==> config.mk <==
export PLATFORM = sky130hd
export DESIGN_NAME = two_texture_alpha_color_combiner_top
export DESIGN_NICKNAME = d
export VERILOG_FILES = /design/src/hw/rtl/ttacc_pkg.sv /design/src/hw/rtl/two_texture_alpha_color_combiner_top.sv
export SDC_FILE = /design/constraint.sdc
export NUM_CORES = 2
export LEC_CHECK = 0
export BUFFER_PORTS_ARGS = -buffer_cell sky130_fd_sc_hd__buf_4
export CAP_MARGIN = 20
export CORE_ASPECT_RATIO = 0.7
export CORE_MARGIN = 2
export CORE_UTILIZATION = 45
export DETAILED_ROUTE_END_ITERATION = 8
export PLACE_DENSITY = 0.72
export SETUP_SLACK_MARGIN = 0.4
export SLEW_MARGIN = 30
export SYNTH_ARGS = -nofsm -noshare
export SYNTH_HDL_FRONTEND = slang
export SYNTH_SLANG_ARGS = --single-unit
==> constraint.sdc <==
create_clock -name clk -period 8 [get_ports clk]
set_input_delay 1.2 -clock clk [delete_from_list [all_inputs] [get_ports clk]]
set_output_delay 1.2 -clock clk [all_outputs]
set_load 0.03 [all_outputs]
==> src/hw/rtl/ttacc_pkg.sv <==
package ttacc_pkg;

  localparam int ChanW   = 8;
  localparam int SelW    = 3;
  localparam int CfgIdxW = 3;
  localparam int CfgW    = 12;
  localparam int ProdW   = 18;
  localparam int MagW    = 16;

  localparam logic [ChanW-1:0] FullScale = 8'd255;
  localparam logic [ChanW-1:0] HalfStep  = 8'd127;

  typedef enum logic [CfgIdxW-1:0] {
    CFG_COLOR_MODE   = 3'd0,
    CFG_ALPHA_FIRST  = 3'd1,
    CFG_ALPHA_SECOND = 3'd2,
    CFG_PRIM_ALPHA   = 3'd3,
    CFG_ENV_ALPHA    = 3'd4,
    CFG_LOD_FRACTION = 3'd5,
    CFG_MIX_FROM_ENV = 3'd6
  } cfg_index_t;

  typedef enum logic [SelW-1:0] {
    ASEL_COMBINED = 3'd0,
    ASEL_TEX_A    = 3'd1,
    ASEL_TEX_B    = 3'd2,
    ASEL_PRIM     = 3'd3,
    ASEL_ONE      = 3'd4,
    ASEL_ENV      = 3'd5,
    ASEL_ONE_ALT  = 3'd6,
    ASEL_ZERO     = 3'd7
  } alpha_sel_t;

  // Operand mux shared by the a, b and d inputs of both alpha cycles.
  function automatic logic [ChanW-1:0] alpha_operand(
    input logic [SelW-1:0]  sel,
    input logic [ChanW-1:0] comb,
    input logic [ChanW-1:0] tex_a,
    input logic [ChanW-1:0] tex_b,
    input logic [ChanW-1:0] prim,
    input logic [ChanW-1:0] env
  );
    logic [ChanW-1:0] res;
    unique case (alpha_sel_t'(sel))
      ASEL_COMBINED: res = comb;
      ASEL_TEX_A:    res = tex_a;
      ASEL_TEX_B:    res = tex_b;
      ASEL_PRIM:     res = prim;
      ASEL_ONE:      res = FullScale;
      ASEL_ENV:      res = env;
      ASEL_ONE_ALT:  res = FullScale;
      ASEL_ZERO:     res = '0;
      default:       res = '0;
    endcase
    return res;
  endfunction

  // The c input takes the LOD fraction where a, b and d would take the
  // combined value or the alternate full-scale constant.
  function automatic logic [ChanW-1:0] alpha_scale(
    input logic [SelW-1:0]  sel,
    input logic [ChanW-1:0] comb,
    input logic [ChanW-1:0] tex_a,
    input logic [ChanW-1:0] tex_b,
    input logic [ChanW-1:0] prim,
    input logic [ChanW-1:0] env,
    input logic [ChanW-1:0] lod
  );
    logic [ChanW-1:0] res;
    if (sel == ASEL_COMBINED || sel == ASEL_ONE_ALT) begin
      res = lod;
    end else begin
      res = alpha_operand(sel, comb, tex_a, tex_b, prim, env);
    end
    return res;
  endfunction

  // Exact x / 255 for any x below 65280, without a divider.
  function automatic logic [ChanW-1:0] div255(input logic [MagW-1:0] x);
    logic [MagW:0] tmp;
    tmp = {1'b0, x} + {{MagW{1'b0}}, 1'b1} + {9'd0, x[MagW-1:8]};
    return tmp[MagW-1:8];
  endfunction

  // Signed product to rounded magnitude quotient: half away from zero.
  function automatic logic [ChanW-1:0] alpha_quot(input logic signed [ProdW-1:0] prod);
    logic [ProdW-1:0] mag;
    logic [MagW:0]    sum;
    mag = prod[ProdW-1] ? (~prod + 1'b1) : prod;
    sum = {1'b0, mag[MagW-1:0]} + {9'd0, HalfStep};
    return div255(sum[MagW-1:0]);
  endfunction

  // d plus or minus the quotient, clamped to 0..255.
  function automatic logic [ChanW-1:0] alpha_finish(
    input logic             neg,
    input logic [ChanW-1:0] quot,
    input logic [ChanW-1:0] d
  );
    logic signed [ChanW+1:0] v;
    logic [ChanW-1:0] res;
    if (neg) begin
      v = $signed({2'b00, d}) - $signed({2'b00, quot});
    end else begin
      v = $signed({2'b00, d}) + $signed({2'b00, quot});
    end
    if (v < 0) begin
      res = '0;
    end else if (v > $signed({2'b00, FullScale})) begin
      res = FullScale;
    end else begin
      res = v[ChanW-1:0];
    end
    return res;
  endfunction

endpackage

==> src/hw/rtl/two_texture_alpha_color_combiner_top.sv <==
// Two-texture color and alpha combiner.
// Input channel: one beat carries an RGBA texel from each of two textures
// (in_valid / in_stall). Output channel: one beat carries the combined RGBA
// pixel (out_valid / out_stall). Every input beat yields exactly one output.
// Configuration is a write port (cfg_write, cfg_index, cfg_data) and should
// only be written while no pixel is in flight.
// The datapath is a six-stage pipeline: multiply, divide, first alpha clamp,
// second alpha multiply, divide, second alpha clamp into the output register.
// out_valid is the valid bit of the output register, which a beat reaches
// through the stage registers in order, and one pixel is taken every cycle
// when the receiver does not stall.
// Each stage holds its own valid bit, so a stall at the output backs up
// stage by stage; bubbles are squeezed out before in_stall is raised, and
// nothing is dropped or repeated.
// Synchronous reset empties the pipeline and clears all configuration
// registers to zero.
module two_texture_alpha_color_combiner_top
  import ttacc_pkg::*;
(
  input  logic                 clk,
  input  logic                 rst,
  input  logic                 cfg_write,
  input  logic [CfgIdxW-1:0]   cfg_index,
  input  logic [CfgW-1:0]      cfg_data,
  input  logic                 in_valid,
  output logic                 in_stall,
  input  logic [ChanW-1:0]     tex0_red,
  input  logic [ChanW-1:0]     tex0_green,
  input  logic [ChanW-1:0]     tex0_blue,
  input  logic [ChanW-1:0]     tex0_alpha,
  input  logic [ChanW-1:0]     tex1_red,
  input  logic [ChanW-1:0]     tex1_green,
  input  logic [ChanW-1:0]     tex1_blue,
  input  logic [ChanW-1:0]     tex1_alpha,
  output logic                 out_valid,
  input  logic                 out_stall,
  output logic [ChanW-1:0]     out_red,
  output logic [ChanW-1:0]     out_green,
  output logic [ChanW-1:0]     out_blue,
  output logic [ChanW-1:0]     out_alpha
);

  localparam int Stages = 6;

  logic [1:0]       color_mode;
  logic [CfgW-1:0]  alpha_eq_first;
  logic [CfgW-1:0]  alpha_eq_second;
  logic [ChanW-1:0] prim_alpha;
  logic [ChanW-1:0] env_alpha;
  logic [ChanW-1:0] lod_fraction;
  logic             mix_from_env;

  always_ff @(posedge clk) begin
    if (rst) begin
      color_mode      <= '0;
      alpha_eq_first  <= '0;
      alpha_eq_second <= '0;
      prim_alpha      <= '0;
      env_alpha       <= '0;
      lod_fraction    <= '0;
      mix_from_env    <= 1'b0;
    end else if (cfg_write) begin
      unique case (cfg_index)
        CFG_COLOR_MODE:   color_mode      <= cfg_data[1:0];
        CFG_ALPHA_FIRST:  alpha_eq_first  <= cfg_data;
        CFG_ALPHA_SECOND: alpha_eq_second <= cfg_data;
        CFG_PRIM_ALPHA:   prim_alpha      <= cfg_data[ChanW-1:0];
        CFG_ENV_ALPHA:    env_alpha       <= cfg_data[ChanW-1:0];
        CFG_LOD_FRACTION: lod_fraction    <= cfg_data[ChanW-1:0];
        CFG_MIX_FROM_ENV: mix_from_env    <= cfg_data[0];
        default: ;
      endcase
    end
  end

  // Per-stage valid bits and the ready chain from the output backwards.
  logic [Stages-1:0] vld;
  logic [Stages-1:0] rdy;
  logic [Stages-1:0] vld_in;

  always_comb begin
    rdy[Stages-1] = !vld[Stages-1] || !out_stall;
    for (int k = Stages - 2; k >= 0; k--) begin
      rdy[k] = !vld[k] || rdy[k+1];
    end
    vld_in = {vld[Stages-2:0], in_valid};
  end

  assign in_stall  = !rdy[0];
  assign out_valid = vld[Stages-1];

  always_ff @(posedge clk) begin
    if (rst) begin
      vld <= '0;
    end else begin
      for (int k = 0; k < Stages; k++) begin
        if (rdy[k]) begin
          vld[k] <= vld_in[k];
        end
      end
    end
  end

  logic [Stages-1:0] load;
  assign load = rdy & vld_in;

  // Stage 1: color products and first alpha product.
  logic [ChanW-1:0] t0c [3];
  logic [ChanW-1:0] t1c [3];
  assign t0c[0] = tex0_red;
  assign t0c[1] = tex0_green;
  assign t0c[2] = tex0_blue;
  assign t1c[0] = tex1_red;
  assign t1c[1] = tex1_green;
  assign t1c[2] = tex1_blue;

  logic [ChanW-1:0] factor;
  logic             blend;
  logic [MagW-1:0]  m0_next [3];
  logic [MagW-1:0]  m1_next [3];
  logic [ChanW-1:0] a1, b1, c1, d1;
  logic signed [ProdW-1:0] prod1_next;

  always_comb begin
    factor = mix_from_env ? env_alpha : lod_fraction;
    if (color_mode[1]) begin
      factor = ~factor;
    end
    blend = (color_mode != 2'd0);
    for (int i = 0; i < 3; i++) begin
      m0_next[i] = t0c[i] * (blend ? (FullScale - factor) : t1c[i]);
      m1_next[i] = blend ? (t1c[i] * factor) : '0;
    end
    a1 = alpha_operand(alpha_eq_first[2:0], '0, tex0_alpha, tex1_alpha,
                       prim_alpha, env_alpha);
    b1 = alpha_operand(alpha_eq_first[5:3], '0, tex0_alpha, tex1_alpha,
                       prim_alpha, env_alpha);
    c1 = alpha_scale(alpha_eq_first[8:6], '0, tex0_alpha, tex1_alpha,
                     prim_alpha, env_alpha, lod_fraction);
    d1 = alpha_operand(alpha_eq_first[11:9], '0, tex0_alpha, tex1_alpha,
                       prim_alpha, env_alpha);
    prod1_next = ($signed({1'b0, a1}) - $signed({1'b0, b1})) * $signed({1'b0, c1});
  end

  logic [MagW-1:0]         s1_m0 [3];
  logic [MagW-1:0]         s1_m1 [3];
  logic signed [ProdW-1:0] s1_prod;
  logic [ChanW-1:0]        s1_d;
  logic [ChanW-1:0]        s1_ta0;
  logic [ChanW-1:0]        s1_ta1;

  always_ff @(posedge clk) begin
    if (load[0]) begin
      s1_m0   <= m0_next;
      s1_m1   <= m1_next;
      s1_prod <= prod1_next;
      s1_d    <= d1;
      s1_ta0  <= tex0_alpha;
      s1_ta1  <= tex1_alpha;
    end
  end

  // Stage 2: color rounding divide and first alpha quotient.
  logic [MagW:0]    csum [3];
  logic [ChanW-1:0] color2_next [3];

  always_comb begin
    for (int i = 0; i < 3; i++) begin
      csum[i] = {1'b0, s1_m0[i]} + {1'b0, s1_m1[i]} + {9'd0, HalfStep};
      color2_next[i] = div255(csum[i][MagW-1:0]);
    end
  end

  logic [ChanW-1:0] s2_color [3];
  logic [ChanW-1:0] s2_quot;
  logic             s2_neg;
  logic [ChanW-1:0] s2_d;
  logic [ChanW-1:0] s2_ta0;
  logic [ChanW-1:0] s2_ta1;

  always_ff @(posedge clk) begin
    if (load[1]) begin
      s2_color <= color2_next;
      s2_quot  <= alpha_quot(s1_prod);
      s2_neg   <= s1_prod[ProdW-1];
      s2_d     <= s1_d;
      s2_ta0   <= s1_ta0;
      s2_ta1   <= s1_ta1;
    end
  end

  // Stage 3: first alpha result.
  logic [ChanW-1:0] s3_color [3];
  logic [ChanW-1:0] s3_first;
  logic [ChanW-1:0] s3_ta0;
  logic [ChanW-1:0] s3_ta1;

  always_ff @(posedge clk) begin
    if (load[2]) begin
      s3_color <= s2_color;
      s3_first <= alpha_finish(s2_neg, s2_quot, s2_d);
      s3_ta0   <= s2_ta0;
      s3_ta1   <= s2_ta1;
    end
  end

  // Stage 4: second alpha product; the texel alphas swap roles here.
  logic [ChanW-1:0] a2, b2, c2, d2;
  logic signed [ProdW-1:0] prod2_next;

  always_comb begin
    a2 = alpha_operand(alpha_eq_second[2:0], s3_first, s3_ta1, s3_ta0,
                       prim_alpha, env_alpha);
    b2 = alpha_operand(alpha_eq_second[5:3], s3_first, s3_ta1, s3_ta0,
                       prim_alpha, env_alpha);
    c2 = alpha_scale(alpha_eq_second[8:6], s3_first, s3_ta1, s3_ta0,
                     prim_alpha, env_alpha, lod_fraction);
    d2 = alpha_operand(alpha_eq_second[11:9], s3_first, s3_ta1, s3_ta0,
                       prim_alpha, env_alpha);
    prod2_next = ($signed({1'b0, a2}) - $signed({1'b0, b2})) * $signed({1'b0, c2});
  end

  logic [ChanW-1:0]        s4_color [3];
  logic signed [ProdW-1:0] s4_prod;
  logic [ChanW-1:0]        s4_d;

  always_ff @(posedge clk) begin
    if (load[3]) begin
      s4_color <= s3_color;
      s4_prod  <= prod2_next;
      s4_d     <= d2;
    end
  end

  // Stage 5: second alpha quotient.
  logic [ChanW-1:0] s5_color [3];
  logic [ChanW-1:0] s5_quot;
  logic             s5_neg;
  logic [ChanW-1:0] s5_d;

  always_ff @(posedge clk) begin
    if (load[4]) begin
      s5_color <= s4_color;
      s5_quot  <= alpha_quot(s4_prod);
      s5_neg   <= s4_prod[ProdW-1];
      s5_d     <= s4_d;
    end
  end

  // Stage 6: output register.
  logic [ChanW-1:0] s6_color [3];
  logic [ChanW-1:0] s6_alpha;

  always_ff @(posedge clk) begin
    if (load[5]) begin
      s6_color <= s5_color;
      s6_alpha <= alpha_finish(s5_neg, s5_quot, s5_d);
    end
  end

  assign out_red   = s6_color[0];
  assign out_green = s6_color[1];
  assign out_blue  = s6_color[2];
  assign out_alpha = s6_alpha;

endmodule

### After elaboration in Yosys (flattened, before gate mapping)

Cells that the tools add are included.

* latch bits: 0
* memories kept: 0
* word-level logic and storage cells: 225
* bits in read-only memories: 0
* bits in writable memories: 0
* input port bits: 84
* register bits after elaboration: 423

* bitwise logic cells: 4
* reductions and logical operators: 45
* div/mod/pow operators: 0
* equality and inequality tests: 62
* shift-type cells: 0
* mux-type cells: 23
* add/sub/neg operators: 27
* multipliers: 8
* magnitude comparators: 4

Operators with widths (count)
* case mux 8 bit (7 select lines): 4
* case mux 8 bit (6 select lines): 4
* adder 16 x 1 -> 16 bit, second input constant: 7
* equality test 3 bit, second input constant: 35
* adder 16 x 7 -> 16 bit, second input constant: 5
* adder 16 x 8 -> 16 bit: 5
* two-way mux 16 bit: 5
* equality test 3 x 2 -> 1 bit, second input constant: 18
* adder 16 bit: 3
* multiplier 8 x 16 -> 16 bit: 3
* multiplier 8 x 8 -> 16 bit: 3
* two-way mux 8 bit: 6
* two-way mux 10 bit: 4
* multiplier 9 x 9 -> 18 bit: 2
* subtractor 8 x 8 -> 9 bit: 4
* inverter 16 bit: 2
* equality test 3 x 1 -> 1 bit, second input constant: 9
* zero test 3 bit: 9
* OR reduction 2 bit: 12
* greater-than comparator 10 x 9 -> 1 bit, second input constant: 2
* less-than comparator 10 x 1 -> 1 bit, second input constant: 2
* adder 8 x 8 -> 9 bit: 2
* AND reduction 2 bit: 7
* subtractor 8 x 8 -> 9 bit, first input constant: 1
* other kinds (5): 19

### Depth between registers and ports, before layout

* word-level depth: 11
* depth in mapped cells: 32

### Least setup slack after synthesis

Ideal clock, no wire load.

* kind: input port to flip-flop
* start: in out_stall
* end: reg s1_d[0] (enable)
* path buffers: 0
* arrival: 7.608 ns
* stages on the path: 5
* required time: 7.364 ns
* setup slack: -0.244 ns
* setup time: 0.636 ns
* cell sequence: and3_1 and3_1 nand3_1 inv_1 nor2_1

* word-level cells in the longest chain between the ends: 8

RTL lines
* from (decl): line two_texture_alpha_color_combiner_top.sv:36 `input logic out_stall,`
* zero test 1 bit: line two_texture_alpha_color_combiner_top.sv:82 `rdy[Stages-1] = !vld[Stages-1] || !out_stall;`
* logical OR 1 bit: line two_texture_alpha_color_combiner_top.sv:82
* logical OR 1 bit (5 in a row): line two_texture_alpha_color_combiner_top.sv:84 `rdy[k] = !vld[k] || rdy[k+1];`
* AND 6 bit: line two_texture_alpha_color_combiner_top.sv:105 `assign load = rdy & vld_in;`
* named net load[0]: line two_texture_alpha_color_combiner_top.sv:104 `logic [Stages-1:0] load;`
* to (signal assigned): line two_texture_alpha_color_combiner_top.sv:157 `s1_d <= d1;`
* to (decl): line two_texture_alpha_color_combiner_top.sv:148 `logic [ChanW-1:0] s1_d;`

The timed path passes the listed nets, and every way through them passes these cells.
A chain may end at the register's enable or synchronous reset.

### Worst setup path in the final report

* start: reg alpha_eq_second[2]
* end: reg s4_prod[17], data pin

* word-level cells in the longest chain between the ends: 5
* elaborated cells between the ends (all ways): 12

RTL lines
* from (decl): line two_texture_alpha_color_combiner_top.sv:47 `logic [CfgW-1:0] alpha_eq_second;`
* from (signal assigned): line two_texture_alpha_color_combiner_top.sv:66 `CFG_ALPHA_SECOND: alpha_eq_second <= cfg_data;`
* equality test 3 bit: line ttacc_pkg.sv:44 `unique case (alpha_sel_t'(sel))`
* OR reduction 2 bit (no line)
* case mux 8 bit (7 select lines) (*): line ttacc_pkg.sv:44
* subtractor 8 x 8 -> 9 bit (*): line two_texture_alpha_color_combiner_top.sv:220 `prod2_next = ($signed({1'b0, a2}) - $signed({1'b0, b2})) * $signed({1'b0, c2});`
* multiplier 9 x 9 -> 18 bit (*): line two_texture_alpha_color_combiner_top.sv:220
* named net prod2_next[17]: line two_texture_alpha_color_combiner_top.sv:209 `logic signed [ProdW-1:0] prod2_next;`
* to (signal assigned): line two_texture_alpha_color_combiner_top.sv:230 `s4_prod <= prod2_next;`
* to (decl): line two_texture_alpha_color_combiner_top.sv:224 `logic signed [ProdW-1:0] s4_prod;`

The timed path passes the listed nets; every way through them passes the cells marked *.

==> flow_summary.json <==
{
  "rsz0062_at_grt": "no",
  "final_hold_viol_count": 0,
  "area_delta_synth_final_pct": 10.2,
  "drv_cap": 0,
  "min_from": "s2_color[22]",
  "synthArstFlopShare_pct": 0,
  "synth_warnings": 0,
  "grt_use_met3_pct": 5.60,
  "synthCells": 4272,
  "whs_path_depth": 0,
  "grt_pass1_wl_mm": 164,
  "yosysSeqAreaShare_pct": 29.3,
  "post-place-ws_ns": 0.145,
  "grt_pass1_vias": 30000,
  "drive_above_1_share_pct": 7.32,
  "drtIter0Drc": 2444,
  "slew_headroom_pct": 30.5,
  "die_h_um": 257,
  "antenna_found_initial": 4,
  "peakVddDrop_mv": 0.207,
  "grt_max_degree": 138,
  "timing.fmax_mhz": 138,
  "clockBufferDepth": 3,
  "row_count": 92,
  "setup_violations": 0,
  "path_class": "reg -> reg",
  "grt_util_met2_pct": 31.7,
  "die_area_mm2": 0.0939,
  "fin_tns_setup_ns": 0,
  "diodes": 0,
  "ctsHtreeMaxLevel": 2,
  "skew_ns": 0.0576,
  "syn_area_mm2": 0.0411,
  "period_share_pct": 90.6,
  "fin_crit_ns": 7.25,
  "hold_class": "reg -> reg",
  "r2r-start": "alpha_eq_second[2]",
  "wirelength_mm": 102,
  "r2r_slack_ns": 0.75,
  "busiest_layer": "met1",
  "startpoint_type": "flip-flop",
  "r2r-end": "s4_prod[17]",
  "dp_hpwl_mm": 79.3,
  "syn_nets": 5166,
  "fin_ws_ns": 0.751,
  "grt_overflow": 0,
  "vias": 30400,
  "detail-route-antenna-nets": 0,
  "tightest_slew_ns": 1.04,
  "yosysUniqueCellTypes": 82,
  "vias_per_cell": 5.39,
  "cts_buffers": 46,
  "clk_latency_ns": 0.63,
  "whs_endpoint": "s3_color[22]",
  "synth_seq_cells": 421,
  "cts_tree": "done",
  "wl_per_cell_um": 18.2,
  "synth_ff_type": "edfxtp_1",
  "pin_count": 118,
  "die-width_um": 365,
  "crit_path_max_incr_delay_ns": 0.62,
  "powerDensity_mw_per_mm2": 248,
  "placedCellCount": 5545,
  "p_total_w": 0.0112,
  "critical-path-slowest-cell": "fa_2",
  "synth_edf_count": 364,
  "nets": 5268,
  "design.core.area_mm2": 0.0902,
  "p_leak_nw": 20.4,
  "drtPass1Iterations": 6,
  "crit_arrival_ns": 7.60,
  "cp_max_fo": 11,
  "ctsRootBufferMaster": "clkbuf_16",
  "track_usage_pct": 22.0,
  "layout.cells.non_filler": 5634,
  "cp-end-kind": "flip-flop",
  "yosys-top-cells-area": "edfxtp_1, fa_1, ha_1",
  "status": "finished clean",
  "clkSinkCount": 421,
  "cp.required_ns": 8.35,
  "fin_area_mm2": 0.0453,
  "place_area_mm2": 0.0436,
  "gp_congestion": 0.941,
  "met1_usage_pct": 32.9,
  "rr_worst_depth": 30,
  "synth_top_cell_by_area": "edfxtp_1",
  "io_buffers": 117,
  "synth_top_area_share_pct": 26.6,
  "cts.clk_slew.worst_paths_ns": 0.06,
  "synth.avg_cell_area_um2": 9.63,
  "maxSlewViolCount": 0,
  "post-route-drc-count": 0,
  "initial_core_util_pct": 45.6
}
==> worst max-delay path, delay by kind of cell, from the launching register on <==
family	cells	cell delay, ns
compound gates	13	2.38
xor+xnor	1	0.13
fa+ha+maj	7	3.11
buf+inv	6	0.59
flops	1	0.38
simple gates	3	0.37
==> flip-flops by register name (all words and copies together), names as in the netlist, 12 cells and up <==
register / cells
s2_color: 24
s1_prod: 17
s5_color: 24
s1_m0: 48
alpha_eq_second: 12
s1_m1: 48
s4_prod: 17
s3_color: 24
s4_color: 24
alpha_eq_first: 12
==> area by class of cell <==
type	instances	area (um2)
tap	1222	1530
clock inverter	36	432
timing repair buffer	168	1270
inverter	682	2560
clock buffer	50	1200
multi-input combinational	3055	26300
fill	8212	44900
sequential	421	12100
==> per-stage QoR <==
step / utilization [%] / hold WS (ns)
global placement: 48.3 / 0.401
floorplan: - / 0.400
detailed placement: 48.3 / 0.405
global route: 50.2 / 0.395
finish: 50.2 / 0.398
CTS: 50.1 / 0.388
==> per-layer routing <==
layer	share of wire [%]	wire length (um)
met1	48	48600
met4	2.3	2390
met2	41	42000
met3	9.0	9250
met5	0.013	13
==> worst max-delay path by stage <==
| stage | from | endpoint | cells past startpoint |
|---|---|---|---|
| global placement | tex0_alpha[0] | s1_prod[14] | 29 |
| global route | prim_alpha[1] | s1_prod[14] | 30 |
| CTS | alpha_eq_second[2] | s4_prod[17] | 30 |
| floorplan | tex0_alpha[0] | s1_prod[14] | 28 |
| finish | alpha_eq_second[2] | s4_prod[17] | 30 |
| detailed placement | tex0_alpha[0] | s1_prod[14] | 29 |
==> power breakdown <==
group	switching [W]	internal, W	leakage (nW)
Clock	0.000954	0.00133	0.789
Combinational	0.00340	0.00248	15.7
Sequential	0.000159	0.00290	3.93
Total	0.00452	0.00671	20.4
==> layout by cell type (no fill, tap or decap), types with 152 or more instances in the layout <==
cell type,count
inv_1,681
ha_1,466
nand2_1,428
edfxtp_1,364
fa_1,343
and2_1,258
a21oi_1,232
nor2_1,206
buf_4,167
o21ai_0,162
xnor2_1,152
==> synth_stat cells, types with 20 or more instances <==
cell	count
inv_1	681
ha_1	466
nand2_1	429
edfxtp_1	364
fa_1	344
and2_1	258
a21oi_1	234
nor2_1	208
o21ai_0	167
xnor2_1	162
clkbuf_1	98
xor2_1	83
nor3_1	59
dfxtp_1	57
nor2b_1	56
a21o_1	53
mux2i_1	41
o21a_1	39
nand2b_1	37
nand3_1	33
a211oi_1	25
o211ai_1	25
a31oi_1	23
o21bai_1	23
o31ai_1	23
a21boi_0	22
and3_1	22
a22oi_1	20
==> what timing repair did <==
item                       4_1_cts  5_1_grt
setup endpoints to repair        3        8
gates resized for setup          6       25
hold buffers                     0        0
setup buffers                    0        3
pin swaps                        0        5
==> kinds of logic after synthesis <==
group / share of synthesized area (%)
simple gates: 14.2
fa+ha+maj: 30.9
buf+inv: 7.29
compound gates: 11.8
flops: 29.3
xor+xnor: 5.28
mux: 1.19
No activity file was read; power rests on OpenSTA's default activity.
